`src/wcm_pkg.sv`:
```
// ----------------------------------------------------------------------------
// Weighted circular mean package
// Shared widths, control structures, sequencer states and the CORDIC arctangent
// table for the weighted circular mean block.
// ----------------------------------------------------------------------------
package wcm_pkg;

	localparam int ANGLE_BITS   = 16;
	localparam int ACCUM_BITS   = 48;
	localparam int CORDIC_STEPS = 16;
	localparam int TABLE_LEN    = 24;
	localparam int STEPS        = (CORDIC_STEPS < TABLE_LEN) ? CORDIC_STEPS : TABLE_LEN;
	localparam int CNT_W        = (STEPS > 1) ? $clog2(STEPS) : 1;
	localparam int TBL_IDX_W    = $clog2(TABLE_LEN);

	localparam int PHASE_BITS   = 32;
	localparam int XW           = 34;
	localparam int ZW           = 33;
	localparam int Q15_W        = 18;
	localparam int WEIGHT_W     = 16;
	localparam int PROD_W       = 36;
	localparam int SUM_W        = ACCUM_BITS + 1;

	localparam logic signed [XW-1:0] ROT_GAIN = XW'(652032874);

	typedef struct packed {
		logic load;
		logic vector;
	} cordic_ctl_t;

	typedef struct packed {
		logic clear;
		logic map;
		logic mul;
		logic add;
	} acc_ctl_t;

	typedef enum logic [8:0] {
		ST_IDLE  = 9'b000000001,
		ST_ROT   = 9'b000000010,
		ST_MAP   = 9'b000000100,
		ST_MUL   = 9'b000001000,
		ST_ADD   = 9'b000010000,
		ST_NLOAD = 9'b000100000,
		ST_NORM  = 9'b001000000,
		ST_VEC   = 9'b010000000,
		ST_OUTW  = 9'b100000000
	} state_t;

	// atan(2^-i) as a fraction of a full turn, scaled by 2^32.
	function automatic logic [PHASE_BITS-1:0] atan_turns(input logic [TBL_IDX_W-1:0] idx);
		logic [PHASE_BITS-1:0] v;
		case (idx)
			5'd0:    v = 32'd536870912;
			5'd1:    v = 32'd316933406;
			5'd2:    v = 32'd167458907;
			5'd3:    v = 32'd85004756;
			5'd4:    v = 32'd42667331;
			5'd5:    v = 32'd21354465;
			5'd6:    v = 32'd10679838;
			5'd7:    v = 32'd5340245;
			5'd8:    v = 32'd2670163;
			5'd9:    v = 32'd1335087;
			5'd10:   v = 32'd667544;
			5'd11:   v = 32'd333772;
			5'd12:   v = 32'd166886;
			5'd13:   v = 32'd83443;
			5'd14:   v = 32'd41722;
			5'd15:   v = 32'd20861;
			5'd16:   v = 32'd10430;
			5'd17:   v = 32'd5215;
			5'd18:   v = 32'd2608;
			5'd19:   v = 32'd1304;
			5'd20:   v = 32'd652;
			5'd21:   v = 32'd326;
			5'd22:   v = 32'd163;
			5'd23:   v = 32'd81;
			default: v = '0;
		endcase
		return v;
	endfunction

endpackage

```
`src/weighted_circular_mean_angle.sv`:
```
// ----------------------------------------------------------------------------
// Weighted circular mean of angles
// Accumulates weighted sine and cosine of a set of angles and returns the
// angle of the summed vector when the last sample of the set arrives.
// ----------------------------------------------------------------------------
// Each accepted sample passes through rotation in the shared CORDIC unit,
// which runs one micro-rotation per cycle, then quadrant mapping, weighting
// and saturating addition, and returns to idle, where the next request is
// taken; no new sample is taken before then. A sample marked last instead
// goes on to capture the sums, normalize them by shifting one bit a cycle
// (up to 29 bits), load the CORDIC unit, run vectoring in the same unit and
// post the result; a set whose sums are both zero skips the shift, the load
// and the vectoring and yields angle zero. The post step stretches for as
// long as the previous result is still waiting. The result waits in an
// output register while the next set is already being taken in.
module weighted_circular_mean_angle (
	input  logic        clk,
	input  logic        arst_n,
	input  logic        cfg_we,
	input  logic        cfg_wdata,     // use_weights
	input  logic        s_tvalid,
	output logic        s_tready,
	input  logic [31:0] s_tdata,       // [15:0] angle_sample, [31:16] sample_weight
	input  logic        s_tlast,       // is_last
	output logic        m_tvalid,
	input  logic        m_tready,
	output logic [15:0] m_tdata,       // [15:0] mean_angle
	output logic        m_tuser        // [0] sums_saturated
);
	import wcm_pkg::*;

	localparam logic [ACCUM_BITS-1:0] NORM_HI  = ACCUM_BITS'(1) << 30;
	localparam logic [ACCUM_BITS-1:0] NORM_LO  = ACCUM_BITS'(1) << 29;
	localparam logic [ZW-1:0]         HALF_TRN = ZW'(1) << (PHASE_BITS - 1);
	localparam logic [PHASE_BITS-1:0] MEAN_RND = PHASE_BITS'(1) << (PHASE_BITS - 1 - ANGLE_BITS);

	state_t state_q;
	state_t state_d;

	logic                         use_weights_q;
	logic [1:0]                   quad_q;
	logic [WEIGHT_W:0]            weight_q;
	logic                         last_q;
	logic signed [ACCUM_BITS-1:0] nx_q;
	logic signed [ACCUM_BITS-1:0] ny_q;
	logic [ACCUM_BITS-1:0]        nm_q;
	logic                         zero_q;
	logic                         res_sat_q;
	logic                         m_tvalid_q;
	logic [ANGLE_BITS-1:0]        mean_q;
	logic                         m_tuser_q;

	logic [PHASE_BITS-1:0]        phase;
	cordic_ctl_t                  cordic_ctl;
	acc_ctl_t                     acc_ctl;
	logic signed [XW-1:0]         cx_init;
	logic signed [XW-1:0]         cy_init;
	logic [ZW-1:0]                cz_init;
	logic signed [XW-1:0]         cx;
	logic signed [XW-1:0]         cy;
	logic [ZW-1:0]                cz;
	logic                         cordic_done;
	logic signed [ACCUM_BITS-1:0] sine_sum;
	logic signed [ACCUM_BITS-1:0] cosine_sum;
	logic                         acc_sat;
	logic [ACCUM_BITS-1:0]        mag_x;
	logic [ACCUM_BITS-1:0]        mag_y;
	logic                         norm_ok;
	logic signed [XW-1:0]         vx;
	logic signed [XW-1:0]         vy;
	logic [PHASE_BITS-1:0]        z_rnd;
	logic                         slot_free;
	logic                         accept;

	assign accept    = s_tvalid && s_tready;
	assign slot_free = !m_tvalid_q || m_tready;
	assign phase     = {s_tdata[ANGLE_BITS-1:0], {(PHASE_BITS-ANGLE_BITS){1'b0}}};
	assign mag_x     = cosine_sum[ACCUM_BITS-1] ? -cosine_sum : cosine_sum;
	assign mag_y     = sine_sum[ACCUM_BITS-1] ? -sine_sum : sine_sum;
	assign norm_ok   = (nm_q < NORM_HI) && (nm_q >= NORM_LO);
	assign vx        = XW'(nx_q);
	assign vy        = XW'(ny_q);
	assign z_rnd     = cz[PHASE_BITS-1:0] + MEAN_RND;

	always_comb begin
		cordic_ctl.load   = (state_q == ST_IDLE && s_tvalid) || (state_q == ST_NORM && norm_ok);
		cordic_ctl.vector = (state_q == ST_NORM);
		acc_ctl.map       = (state_q == ST_MAP);
		acc_ctl.mul       = (state_q == ST_MUL);
		acc_ctl.add       = (state_q == ST_ADD);
		acc_ctl.clear     = (state_q == ST_NLOAD);
		if (state_q == ST_IDLE) begin
			cx_init = ROT_GAIN;
			cy_init = '0;
			cz_init = ZW'(phase[PHASE_BITS-3:0]);
		end else if (vx < 0) begin
			// Left half plane: turn the vector by half a turn first.
			cx_init = -vx;
			cy_init = -vy;
			cz_init = HALF_TRN;
		end else begin
			cx_init = vx;
			cy_init = vy;
			cz_init = '0;
		end
	end

	always_comb begin
		state_d = state_q;
		case (state_q)
			ST_IDLE:  if (s_tvalid) state_d = ST_ROT;
			ST_ROT:   if (cordic_done) state_d = ST_MAP;
			ST_MAP:   state_d = ST_MUL;
			ST_MUL:   state_d = ST_ADD;
			ST_ADD:   state_d = last_q ? ST_NLOAD : ST_IDLE;
			ST_NLOAD: begin
				state_d = (sine_sum == '0 && cosine_sum == '0) ? ST_OUTW : ST_NORM;
			end
			ST_NORM:  if (norm_ok) state_d = ST_VEC;
			ST_VEC:   if (cordic_done) state_d = ST_OUTW;
			ST_OUTW:  if (slot_free) state_d = ST_IDLE;
			default:  state_d = ST_IDLE;
		endcase
	end

	always_ff @(posedge clk or negedge arst_n) begin
		if (!arst_n) begin
			state_q       <= ST_IDLE;
			use_weights_q <= 1'b0;
			m_tvalid_q    <= 1'b0;
		end else begin
			state_q <= state_d;
			if (cfg_we) begin
				use_weights_q <= cfg_wdata;
			end
			if (state_q == ST_OUTW && slot_free) begin
				m_tvalid_q <= 1'b1;
			end else if (m_tready) begin
				m_tvalid_q <= 1'b0;
			end
		end
	end

	always_ff @(posedge clk) begin
		if (accept) begin
			quad_q   <= phase[PHASE_BITS-1 -: 2];
			weight_q <= use_weights_q ? {1'b0, s_tdata[16 +: WEIGHT_W]} : (WEIGHT_W+1)'(1);
			last_q   <= s_tlast;
		end
		case (state_q)
			ST_NLOAD: begin
				nx_q      <= cosine_sum;
				ny_q      <= sine_sum;
				nm_q      <= (mag_x > mag_y) ? mag_x : mag_y;
				zero_q    <= (sine_sum == '0 && cosine_sum == '0);
				res_sat_q <= acc_sat;
			end
			ST_NORM: begin
				// Bring the larger magnitude into [2^29, 2^30), one bit a cycle.
				if (nm_q >= NORM_HI) begin
					nx_q <= nx_q >>> 1;
					ny_q <= ny_q >>> 1;
					nm_q <= nm_q >> 1;
				end else if (nm_q < NORM_LO) begin
					nx_q <= nx_q <<< 1;
					ny_q <= ny_q <<< 1;
					nm_q <= nm_q << 1;
				end
			end
			ST_OUTW: begin
				if (slot_free) begin
					mean_q    <= zero_q ? '0 : z_rnd[PHASE_BITS-1 -: ANGLE_BITS];
					m_tuser_q <= res_sat_q;
				end
			end
			default: begin
			end
		endcase
	end

	wcm_cordic u_cordic (
		.clk    (clk),
		.arst_n (arst_n),
		.ctl    (cordic_ctl),
		.x_init (cx_init),
		.y_init (cy_init),
		.z_init (cz_init),
		.x      (cx),
		.y      (cy),
		.z      (cz),
		.done   (cordic_done)
	);

	wcm_accum u_accum (
		.clk        (clk),
		.arst_n     (arst_n),
		.ctl        (acc_ctl),
		.x          (cx),
		.y          (cy),
		.quadrant   (quad_q),
		.weight     (weight_q),
		.sine_sum   (sine_sum),
		.cosine_sum (cosine_sum),
		.saturated  (acc_sat)
	);

	assign s_tready = (state_q == ST_IDLE);
	assign m_tvalid = m_tvalid_q;
	assign m_tdata  = 16'(mean_q);
	assign m_tuser  = m_tuser_q;

	// A request is taken only once; the sequencer is busy right after it.
	a_busy_after_request: assert property (@(posedge clk) disable iff (!arst_n)
		accept |=> !s_tready)
		else $error("input ready again right after a request");

	// The CORDIC unit finishes only in the rotation or vectoring state.
	a_done_in_cordic_state: assert property (@(posedge clk) disable iff (!arst_n)
		cordic_done |-> (state_q == ST_ROT || state_q == ST_VEC))
		else $error("CORDIC finished outside a rotation or vectoring state");

	// Vectoring keeps the vector in the right half plane.
	a_vector_x_positive: assert property (@(posedge clk) disable iff (!arst_n)
		(state_q == ST_VEC) |-> !cx[XW-1])
		else $error("vectoring x went negative");

	// A result is posted only from the output wait state.
	a_post_from_outw: assert property (@(posedge clk) disable iff (!arst_n)
		$rose(m_tvalid_q) |-> $past(state_q == ST_OUTW))
		else $error("result posted outside the output wait state");

endmodule

```
`src/wcm_cordic.sv`:
```
// ----------------------------------------------------------------------------
// Shared CORDIC unit
// One micro-rotation per cycle, in rotation mode for sine and cosine or in
// vectoring mode for the arctangent of the accumulated sums.
// ----------------------------------------------------------------------------
module wcm_cordic (
	input  logic                               clk,
	input  logic                               arst_n,
	input  wcm_pkg::cordic_ctl_t               ctl,
	input  logic signed [wcm_pkg::XW-1:0]      x_init,
	input  logic signed [wcm_pkg::XW-1:0]      y_init,
	input  logic        [wcm_pkg::ZW-1:0]      z_init,
	output logic signed [wcm_pkg::XW-1:0]      x,
	output logic signed [wcm_pkg::XW-1:0]      y,
	output logic        [wcm_pkg::ZW-1:0]      z,
	output logic                               done
);
	import wcm_pkg::*;

	localparam logic [CNT_W-1:0] CNT_LAST = CNT_W'(STEPS - 1);

	logic                 busy_q;
	logic                 vec_q;
	logic [CNT_W-1:0]     cnt_q;
	logic signed [XW-1:0] x_q;
	logic signed [XW-1:0] y_q;
	logic [ZW-1:0]        z_q;

	logic signed [XW-1:0] dx;
	logic signed [XW-1:0] dy;
	logic [ZW-1:0]        at;
	logic                 up;

	always_comb begin
		dx = y_q >>> cnt_q;
		dy = x_q >>> cnt_q;
		at = {1'b0, atan_turns(TBL_IDX_W'(cnt_q))};
		// Rotation drives the residual angle to zero; vectoring drives y to zero.
		up = vec_q ? y_q[XW-1] : !z_q[ZW-1];
	end

	always_ff @(posedge clk or negedge arst_n) begin
		if (!arst_n) begin
			busy_q <= 1'b0;
			vec_q  <= 1'b0;
			cnt_q  <= '0;
		end else if (ctl.load) begin
			busy_q <= 1'b1;
			vec_q  <= ctl.vector;
			cnt_q  <= '0;
		end else if (busy_q) begin
			if (cnt_q == CNT_LAST) begin
				busy_q <= 1'b0;
			end else begin
				cnt_q <= cnt_q + 1'b1;
			end
		end
	end

	always_ff @(posedge clk) begin
		if (ctl.load) begin
			x_q <= x_init;
			y_q <= y_init;
			z_q <= z_init;
		end else if (busy_q) begin
			if (up) begin
				x_q <= x_q - dx;
				y_q <= y_q + dy;
				z_q <= z_q - at;
			end else begin
				x_q <= x_q + dx;
				y_q <= y_q - dy;
				z_q <= z_q + at;
			end
		end
	end

	assign x    = x_q;
	assign y    = y_q;
	assign z    = z_q;
	assign done = busy_q && (cnt_q == CNT_LAST);

endmodule

```
`src/wcm_accum.sv`:
```
// ----------------------------------------------------------------------------
// Weighted sine and cosine accumulator
// Maps the CORDIC result to its quadrant, rounds to Q15, scales by the weight
// and adds into two saturating sums.
// ----------------------------------------------------------------------------
module wcm_accum (
	input  logic                                  clk,
	input  logic                                  arst_n,
	input  wcm_pkg::acc_ctl_t                     ctl,
	input  logic signed [wcm_pkg::XW-1:0]         x,
	input  logic signed [wcm_pkg::XW-1:0]         y,
	input  logic        [1:0]                     quadrant,
	input  logic        [wcm_pkg::WEIGHT_W:0]     weight,
	output logic signed [wcm_pkg::ACCUM_BITS-1:0] sine_sum,
	output logic signed [wcm_pkg::ACCUM_BITS-1:0] cosine_sum,
	output logic                                  saturated
);
	import wcm_pkg::*;

	localparam logic signed [XW-1:0]         HALF_LSB = XW'(1 << 14);
	localparam logic signed [ACCUM_BITS-1:0] ACC_HI   = {1'b0, {(ACCUM_BITS-1){1'b1}}};
	localparam logic signed [ACCUM_BITS-1:0] ACC_LO   = {1'b1, {(ACCUM_BITS-1){1'b0}}};

	logic signed [XW-1:0]         c_map;
	logic signed [XW-1:0]         s_map;
	logic signed [XW-1:0]         c_rnd;
	logic signed [XW-1:0]         s_rnd;
	logic signed [Q15_W-1:0]      c_s1;
	logic signed [Q15_W-1:0]      s_s1;
	logic signed [PROD_W-1:0]     pc_s2;
	logic signed [PROD_W-1:0]     ps_s2;
	logic signed [SUM_W-1:0]      sum_c;
	logic signed [SUM_W-1:0]      sum_s;
	logic signed [ACCUM_BITS-1:0] next_c;
	logic signed [ACCUM_BITS-1:0] next_s;
	logic                         ovf_c;
	logic                         ovf_s;
	logic signed [ACCUM_BITS-1:0] cos_q;
	logic signed [ACCUM_BITS-1:0] sin_q;
	logic                         sat_q;

	always_comb begin
		case (quadrant)
			2'd0: begin
				c_map = x;
				s_map = y;
			end
			2'd1: begin
				c_map = -y;
				s_map = x;
			end
			2'd2: begin
				c_map = -x;
				s_map = -y;
			end
			default: begin
				c_map = y;
				s_map = -x;
			end
		endcase
		c_rnd = c_map + HALF_LSB;
		s_rnd = s_map + HALF_LSB;
	end

	always_ff @(posedge clk) begin
		if (ctl.map) begin
			c_s1 <= c_rnd[15 +: Q15_W];
			s_s1 <= s_rnd[15 +: Q15_W];
		end
		if (ctl.mul) begin
			pc_s2 <= $signed({1'b0, weight}) * c_s1;
			ps_s2 <= $signed({1'b0, weight}) * s_s1;
		end
	end

	always_comb begin
		sum_c = SUM_W'(cos_q) + SUM_W'(pc_s2);
		sum_s = SUM_W'(sin_q) + SUM_W'(ps_s2);
		// The two top bits of the widened sum differ only on overflow.
		ovf_c = sum_c[SUM_W-1] ^ sum_c[SUM_W-2];
		ovf_s = sum_s[SUM_W-1] ^ sum_s[SUM_W-2];
		if (ovf_c) begin
			next_c = sum_c[SUM_W-1] ? ACC_LO : ACC_HI;
		end else begin
			next_c = sum_c[ACCUM_BITS-1:0];
		end
		if (ovf_s) begin
			next_s = sum_s[SUM_W-1] ? ACC_LO : ACC_HI;
		end else begin
			next_s = sum_s[ACCUM_BITS-1:0];
		end
	end

	always_ff @(posedge clk or negedge arst_n) begin
		if (!arst_n) begin
			cos_q <= '0;
			sin_q <= '0;
			sat_q <= 1'b0;
		end else if (ctl.clear) begin
			cos_q <= '0;
			sin_q <= '0;
			sat_q <= 1'b0;
		end else if (ctl.add) begin
			cos_q <= next_c;
			sin_q <= next_s;
			sat_q <= sat_q | ovf_c | ovf_s;
		end
	end

	assign sine_sum   = sin_q;
	assign cosine_sum = cos_q;
	assign saturated  = sat_q;

endmodule

```
`config.mk`:
```
export PLATFORM = sky130hd
export DESIGN_NAME = weighted_circular_mean_angle
export DESIGN_NICKNAME = d
export VERILOG_FILES = /design/src/wcm_pkg.sv /design/src/weighted_circular_mean_angle.sv /design/src/wcm_cordic.sv /design/src/wcm_accum.sv
export SDC_FILE = /design/constraint.sdc
export NUM_CORES = 2
export LEC_CHECK = 0
export ABC_AREA = 0
export BUFFER_PORTS_ARGS = -buffer_cell sky130_fd_sc_hd__buf_2
export CORE_MARGIN = 5
export CORE_UTILIZATION = 60
export CTS_CLUSTER_SIZE = 10
export DETAILED_ROUTE_END_ITERATION = 8
export PLACE_DENSITY = 0.9
export SYNTH_ARGS = -nofsm -noshare
export SYNTH_HDL_FRONTEND = slang
export SYNTH_SLANG_ARGS = --single-unit
```
`constraint.sdc`:
```
create_clock -name clk -period 7 [get_ports clk]
set_input_delay 0.35 -clock clk [delete_from_list [all_inputs] [get_ports clk]]
set_output_delay 0.35 -clock clk [all_outputs]
set_load 0.02 [all_outputs]
```
After elaboration in Yosys (flattened, before gate mapping)
Memories as Yosys holds them, arrays and structs flattened.
Index checks and enable logic that the tools add are counted.
{"block": "op_classes", "addsub": 18, "mul": 2, "n_lt_le_gt_ge": 6, "n_eq_ne": 21, "shift": 2, "n_mux": 56, "bitwise": 4, "n_reduce_logical": 22}
{"operator": "$mux W48", "count": 17}
{"operator": "$mux W34", "count": 10}
{"operator": "$pmux W48 S2", "count": 3}
{"operator": "$pmux W33 S3", "count": 2}
{"operator": "$mux W33", "count": 4}
{"operator": "$add A48 B36 Y49", "count": 2}
{"operator": "$logic_not A48 Y1", "count": 2}
{"operator": "$neg A48 Y48", "count": 2}
{"operator": "$pmux W9 S9", "count": 1}
{"operator": "$mul A18 B18 Y36", "count": 2}
{"operator": "$add A34 B34 Y34", "count": 2}
{"operator": "$neg A34 Y34", "count": 2}
{"operator": "$sshr A34 B4 Y34", "count": 2}
{"operator": "$sub A34 B34 Y34", "count": 2}
{"operator": "$add A33 B16 Y33 const B", "count": 2}
{"operator": "$neg A33 Y33", "count": 2}
{"operator": "$mux W9", "count": 6}
{"operator": "$ge A48 B30 Y1 const B", "count": 1}
{"operator": "$ge A48 B31 Y1 const B", "count": 1}
{"operator": "$gt A48 B48 Y1", "count": 1}
{"operator": "$lt A48 B30 Y1 const B", "count": 1}
{"operator": "$lt A48 B31 Y1 const B", "count": 1}
{"operator": "$lt A34 B1 Y1 const B", "count": 1}
{"operator": "$add A33 B32 Y33", "count": 1}
{"operator": "other kinds (31)", "count": 61}
{"block": "word_totals", "ff_bits": 506, "romBits": 480, "in_bits": 39, "out_inout_bits": 19, "word_cells": 161, "mem_count": 1}
{"name": "(no name shown)", "words": 16, "width": 30, "read_ports": 1, "rd_clocked_by_memory_dff": 0, "wr": 0, "line_no": "wcm_pkg.sv:53", "rtl": "case (idx)"}

Longest topological paths before layout
{"block": "depth", "ltp_word": 6, "mapped_depth": 31, "mapped_depth_nobuf": 25}

Cells and area by module
A second synthesis with hierarchy kept.
{"block": "hier_totals", "cells_unflattened": 7549, "hier_area_um2": 66451.2}
{"module": "wcm_accum", "n_inst": 1, "cells_per_inst": 4110, "area_per_inst_um2": 36049.6, "seq_area_each_um2": 5670.4}
{"module": "wcm_cordic", "n_inst": 1, "cells_per_inst": 1825, "area_per_inst_um2": 15578.7, "seq_area_each_um2": 3183.1}
{"module": "weighted_circular_mean_angle", "n_inst": 1, "cells_per_inst": 1614, "area_per_inst_um2": 14823.0, "seq_area_each_um2": 5741.8}

Least setup slack after synthesis
OpenSTA, ideal clock, no wires.
{"block": "synth_path", "path_kind": "register to register", "start": "register state_q[4]", "end": "register u_accum.pc_s2[0], enable pin", "setup_time_ns": 0.605, "arrival_ns": 6.335, "required_time_ns": 6.395, "path_slack_ns": 0.059, "stages_incl_launch_ff": 5, "n_path_buf": 0, "period_less_slack_ns": 6.941, "cell_sequence": "dfrtp_1 > nor4_1 > nor2b_1 > nand2_1 > nor3b_1"}
{"block": "synth_via", "elab_chain_cells": 1}
{"item": "start, declared", "line_no": "weighted_circular_mean_angle.sv:37", "rtl": "state_t state_q;"}
{"item": "start signal, assigned", "line_no": "weighted_circular_mean_angle.sv:132", "rtl": "state_q <= state_d;"}
{"item": "$eq A9 B4 Y1", "line_no": "weighted_circular_mean_angle.sv:89", "rtl": "acc_ctl.mul = (state_q == ST_MUL);"}
{"item": "end signal, assigned", "line_no": "wcm_accum.sv:71", "rtl": "pc_s2 <= $signed({1'b0, weight}) * c_s1;"}
{"item": "end, declared", "line_no": "wcm_accum.sv:30", "rtl": "logic signed [PROD_W-1:0] pc_s2;"}
No other way between the ends.
A chain may end at the register's enable or synchronous reset.

Final worst setup path
{"block": "layout_path", "start": "register weight_q[7]", "end": "register u_accum.pc_s2[34] (data pin)"}
{"block": "layout_via", "elab_chain_cells": 1}
{"item": "start, declared", "line_no": "weighted_circular_mean_angle.sv:42", "rtl": "logic [WEIGHT_W:0] weight_q;"}
{"item": "start signal, assigned", "line_no": "weighted_circular_mean_angle.sv:147", "rtl": "weight_q <= use_weights_q ? {1'b0, s_tdata[16 +: WEIGHT_W]} : (WEIGHT_W+1)'(1);"}
{"item": "$mul A18 B18 Y36", "line_no": "wcm_accum.sv:71"}
No other way between the ends.

==> results.yml <==
placement:
  place.gp.congestion: 1.01
  place_inst: 8273
  place_ws_ns: -0.00411
  dp_hpwl_um: 143000
  portBuffers: 57
global_routing:
  grt_overflow: 0
  grt_pass1_wl_um: 292000
  grt_max_degree: 265
  antenna_found_initial: 7
  grt_pass1_vias: 53500
  grt.total_usage_pct: 32.7
synthesis:
  synthSimpleGateAreaFrac_pct: 16.3
  seq_area_frac_synth_pct: 23.3
  synth_ff_type: "edfxtp_1"
  ys_ff_latch: 505
  synthArstFlopShare_pct: 22.6
  syn_area_mm2: 0.0626
  syn_inst: 7004
  synth-compound-area-share_pct: 15.6
  avgSynthCellArea_um2: 8.93
  yosysUniqueCellTypes: 90
  synth_edf_count: 391
  synth_warnings: 0
  synth_top_area_cell: "edfxtp_1"
  synthXorXnorAreaFrac_pct: 8.03
  synth_nets: 8017
  synth_top_family_by_area: "adder cells"
  synthAdderAreaFrac_pct: 24.9
  synth_area_leaders: "edfxtp_1 19%, fa_1 14%, ha_1 10%, nand2_1 5.0%, dfrtp_1 4.5%"
  synthMuxAreaShare_pct: 5.55
  synth_top_cell_area_share_pct: 18.8
clock_tree:
  cts_root_buf: "clkbuf_16"
  htreeDepth: 3
  cts_buffers: 66
  cts_buffer_depth: 3
  cts_tree: "yes"
  clkSinkCount: 505
  clk_pin_slew_ns: 0.06
  clock_latency_ns: 0.64
timing:
  finalSetupViolations: 0
  slew_headroom_pct: 3.59
  rsz0062_at_grt: "yes"
  min_period_over_period_pct: 99.7
  finClkSkew_ns: 0.0541
  fmax_ghz: 0.143
  worst_slew_pin_slew_ns: 1.43
  fin_ws_ns: 0.0242
  slew_viol_final: 0
  min_period_ns: 6.98
  hold_viol_final: 0
cells_and_area:
  final_cells: 8443
  num-fill-cells: 8001
  nets: 8024
  mostFrequentLayoutCells: "836 x nand2_1, 674 x inv_1, 519 x ha_1, 467 x o21ai_0, 451 x fa_1"
  drive_above_1_share_pct: 7.58
  mostFrequentLayoutCell: "nand2_1"
  post-route-util_pct: 65.2
  area_growth_pct: 7.85
detailed_routing:
  drt-pass1-iter-count: 7
  vias: 54300
  routed_via_density: 6.43
  met1_length_um: 69000
  drc: 0
  wl_met3_um: 20100
  antenna_left: 0
  top_layer: "met5"
  drt_iter0_drc: 6288
  wire_per_inst_um: 22.2
  routed_wl_um: 188000
  met2_length_um: 85800
worst_hold_path:
  hold_class: "in -> reg"
status:
  status: "complete, no violations"
critical_path:
  end_kind: "flop"
  cp_data_arrival_time_ns: 7.31
  cp-start-kind: "flop"
  critical_path_class: "reg -> reg"
  required_ns: 7.33
  cp_max_fo: 6
floorplan:
  die_h_um: 333
  coreArea_mm2: 0.103
  die_w_um: 333
  initial_core_util_pct: 60.5
  fp-row-count: 118
  ios: 58
  dieArea_mm2: 0.111
flow_run:
  drv_cap: 0
[cell usage after synthesis (61+ instances only)]
library cell	instances
o21ai_0	471
dfrtp_1	113
a21oi_1	329
ha_1	521
nand3_1	113
xnor2_1	293
mux2i_1	194
clkbuf_1	306
o31ai_1	69
nor3_1	66
o211ai_1	61
and2_1	351
a21o_1	145
nand2_1	837
inv_1	676
nor2_1	359
xor2_1	279
edfxtp_1	391
fa_1	453
nand2b_1	62
[critical path, stage by stage (launching register included)]
cell and delay, ns:
edfxtp_1 0.48, buf_4 0.18, buf_4 0.15, and2_1 0.16, fa_1 0.55, inv_1 0.05
fa_1 0.37, fa_1 0.47, fa_1 0.49, inv_1 0.05, fa_1 0.56, inv_1 0.07
fa_1 0.55, inv_1 0.05, ha_2 0.32, a21oi_1 0.18, o21a_1 0.20, o211ai_1 0.15
a21oi_2 0.20, nor3_2 0.07, o21a_1 0.20, o211a_1 0.22, o21a_1 0.18, o21ai_1 0.16
mux2_2 0.35, a211o_1 0.27
[sequential cells by signal (all words and copies together), names as in the netlist, 18 cells and up]
signal	flops
u_accum.ps_s2	36
nx_q	48
u_accum.c_s1	18
u_accum.s_s1	18
u_cordic.z	33
u_accum.pc_s2	36
u_cordic.x	34
u_accum.cosine_sum	48
nm_q	48
u_accum.sine_sum	48
ny_q	48
u_cordic.y	34
[path summary, 6_finish.rpt]
path                                      startpoint                                  to  slack (ns)  cells after the start
setup / recovery           weight_q[7]$_SDFFCE_PN0P_         u_accum.pc_s2[34]$_DFFE_PP_        0.02                     25
hold / removal                           s_tdata[21]           weight_q[5]$_SDFFCE_PN0P_        0.02                      2
setup reg to reg           weight_q[7]$_SDFFCE_PN0P_         u_accum.pc_s2[34]$_DFFE_PP_        0.02                     25
hold reg to reg                  res_sat_q$_DFFE_PN_                   m_tuser$_DFFE_PP_        0.43                      0
max in group asynchronous                     arst_n  u_accum.cosine_sum[32]$_DFFE_PN0P_        5.14                      3
min in group asynchronous                     arst_n  u_accum.cosine_sum[40]$_DFFE_PN0P_        0.45                      2
[metal layers]
| layer | GRT usage [%] | vias up |
|---|---|---|
| li1 | - | 24300 |
| met1 | 41.0 | 26100 |
| met2 | 52.7 | 3110 |
| met3 | 7.81 | 760 |
| met4 | 17.7 | 8 |
| met5 | 0 | - |
[cell families after synthesis]
group / after synthesis
simple gates: 2101
compound gates: 1535
buf+inv: 1041
fa+ha+maj: 976
xor+xnor: 573
flops: 505
mux: 273
[per-stage QoR]
step / hold WS (ns) / TNS, ns / area, um^2
2_1_floorplan: 0.0544 / 0 / 62600
3_3_place_gp: 0.418 / 0 / 64900
3_5_place_dp: 0.407 / -0.00411 / 64900
4_1_cts: 0.000455 / 0 / 67000
5_1_grt: 0.0102 / -0.228 / 67500
6_report: 0.0179 / 0 / 67500
[layout make-up]
class	instances	area, um^2	share of cell area (%)
Sequential cell	505	14600	21.6
Clock buffer	97	1830	2.71
Inverter	680	2560	3.79
Timing Repair Buffer	300	2350	3.49
Multi-Input combinational cell	5458	44200	65.5
Antenna cell	2	5.00	0.00742
Clock inverter	21	175	0.260
Tap cell	1380	1730	2.56
[what timing repair did]
action / CTS / global route
pin swaps: 0 / 9
hold buffers: 14 / 0
resized for setup: 1 / 28
setup buffers: 2 / 34
endpoints found under the hold margin: 68 / 0
cloned: 0 / 0
setup endpoints to repair: 2 / 55
Power is not shown: default switching activity piles up to over one toggle a cycle in this logic, so the estimate is an artifact.
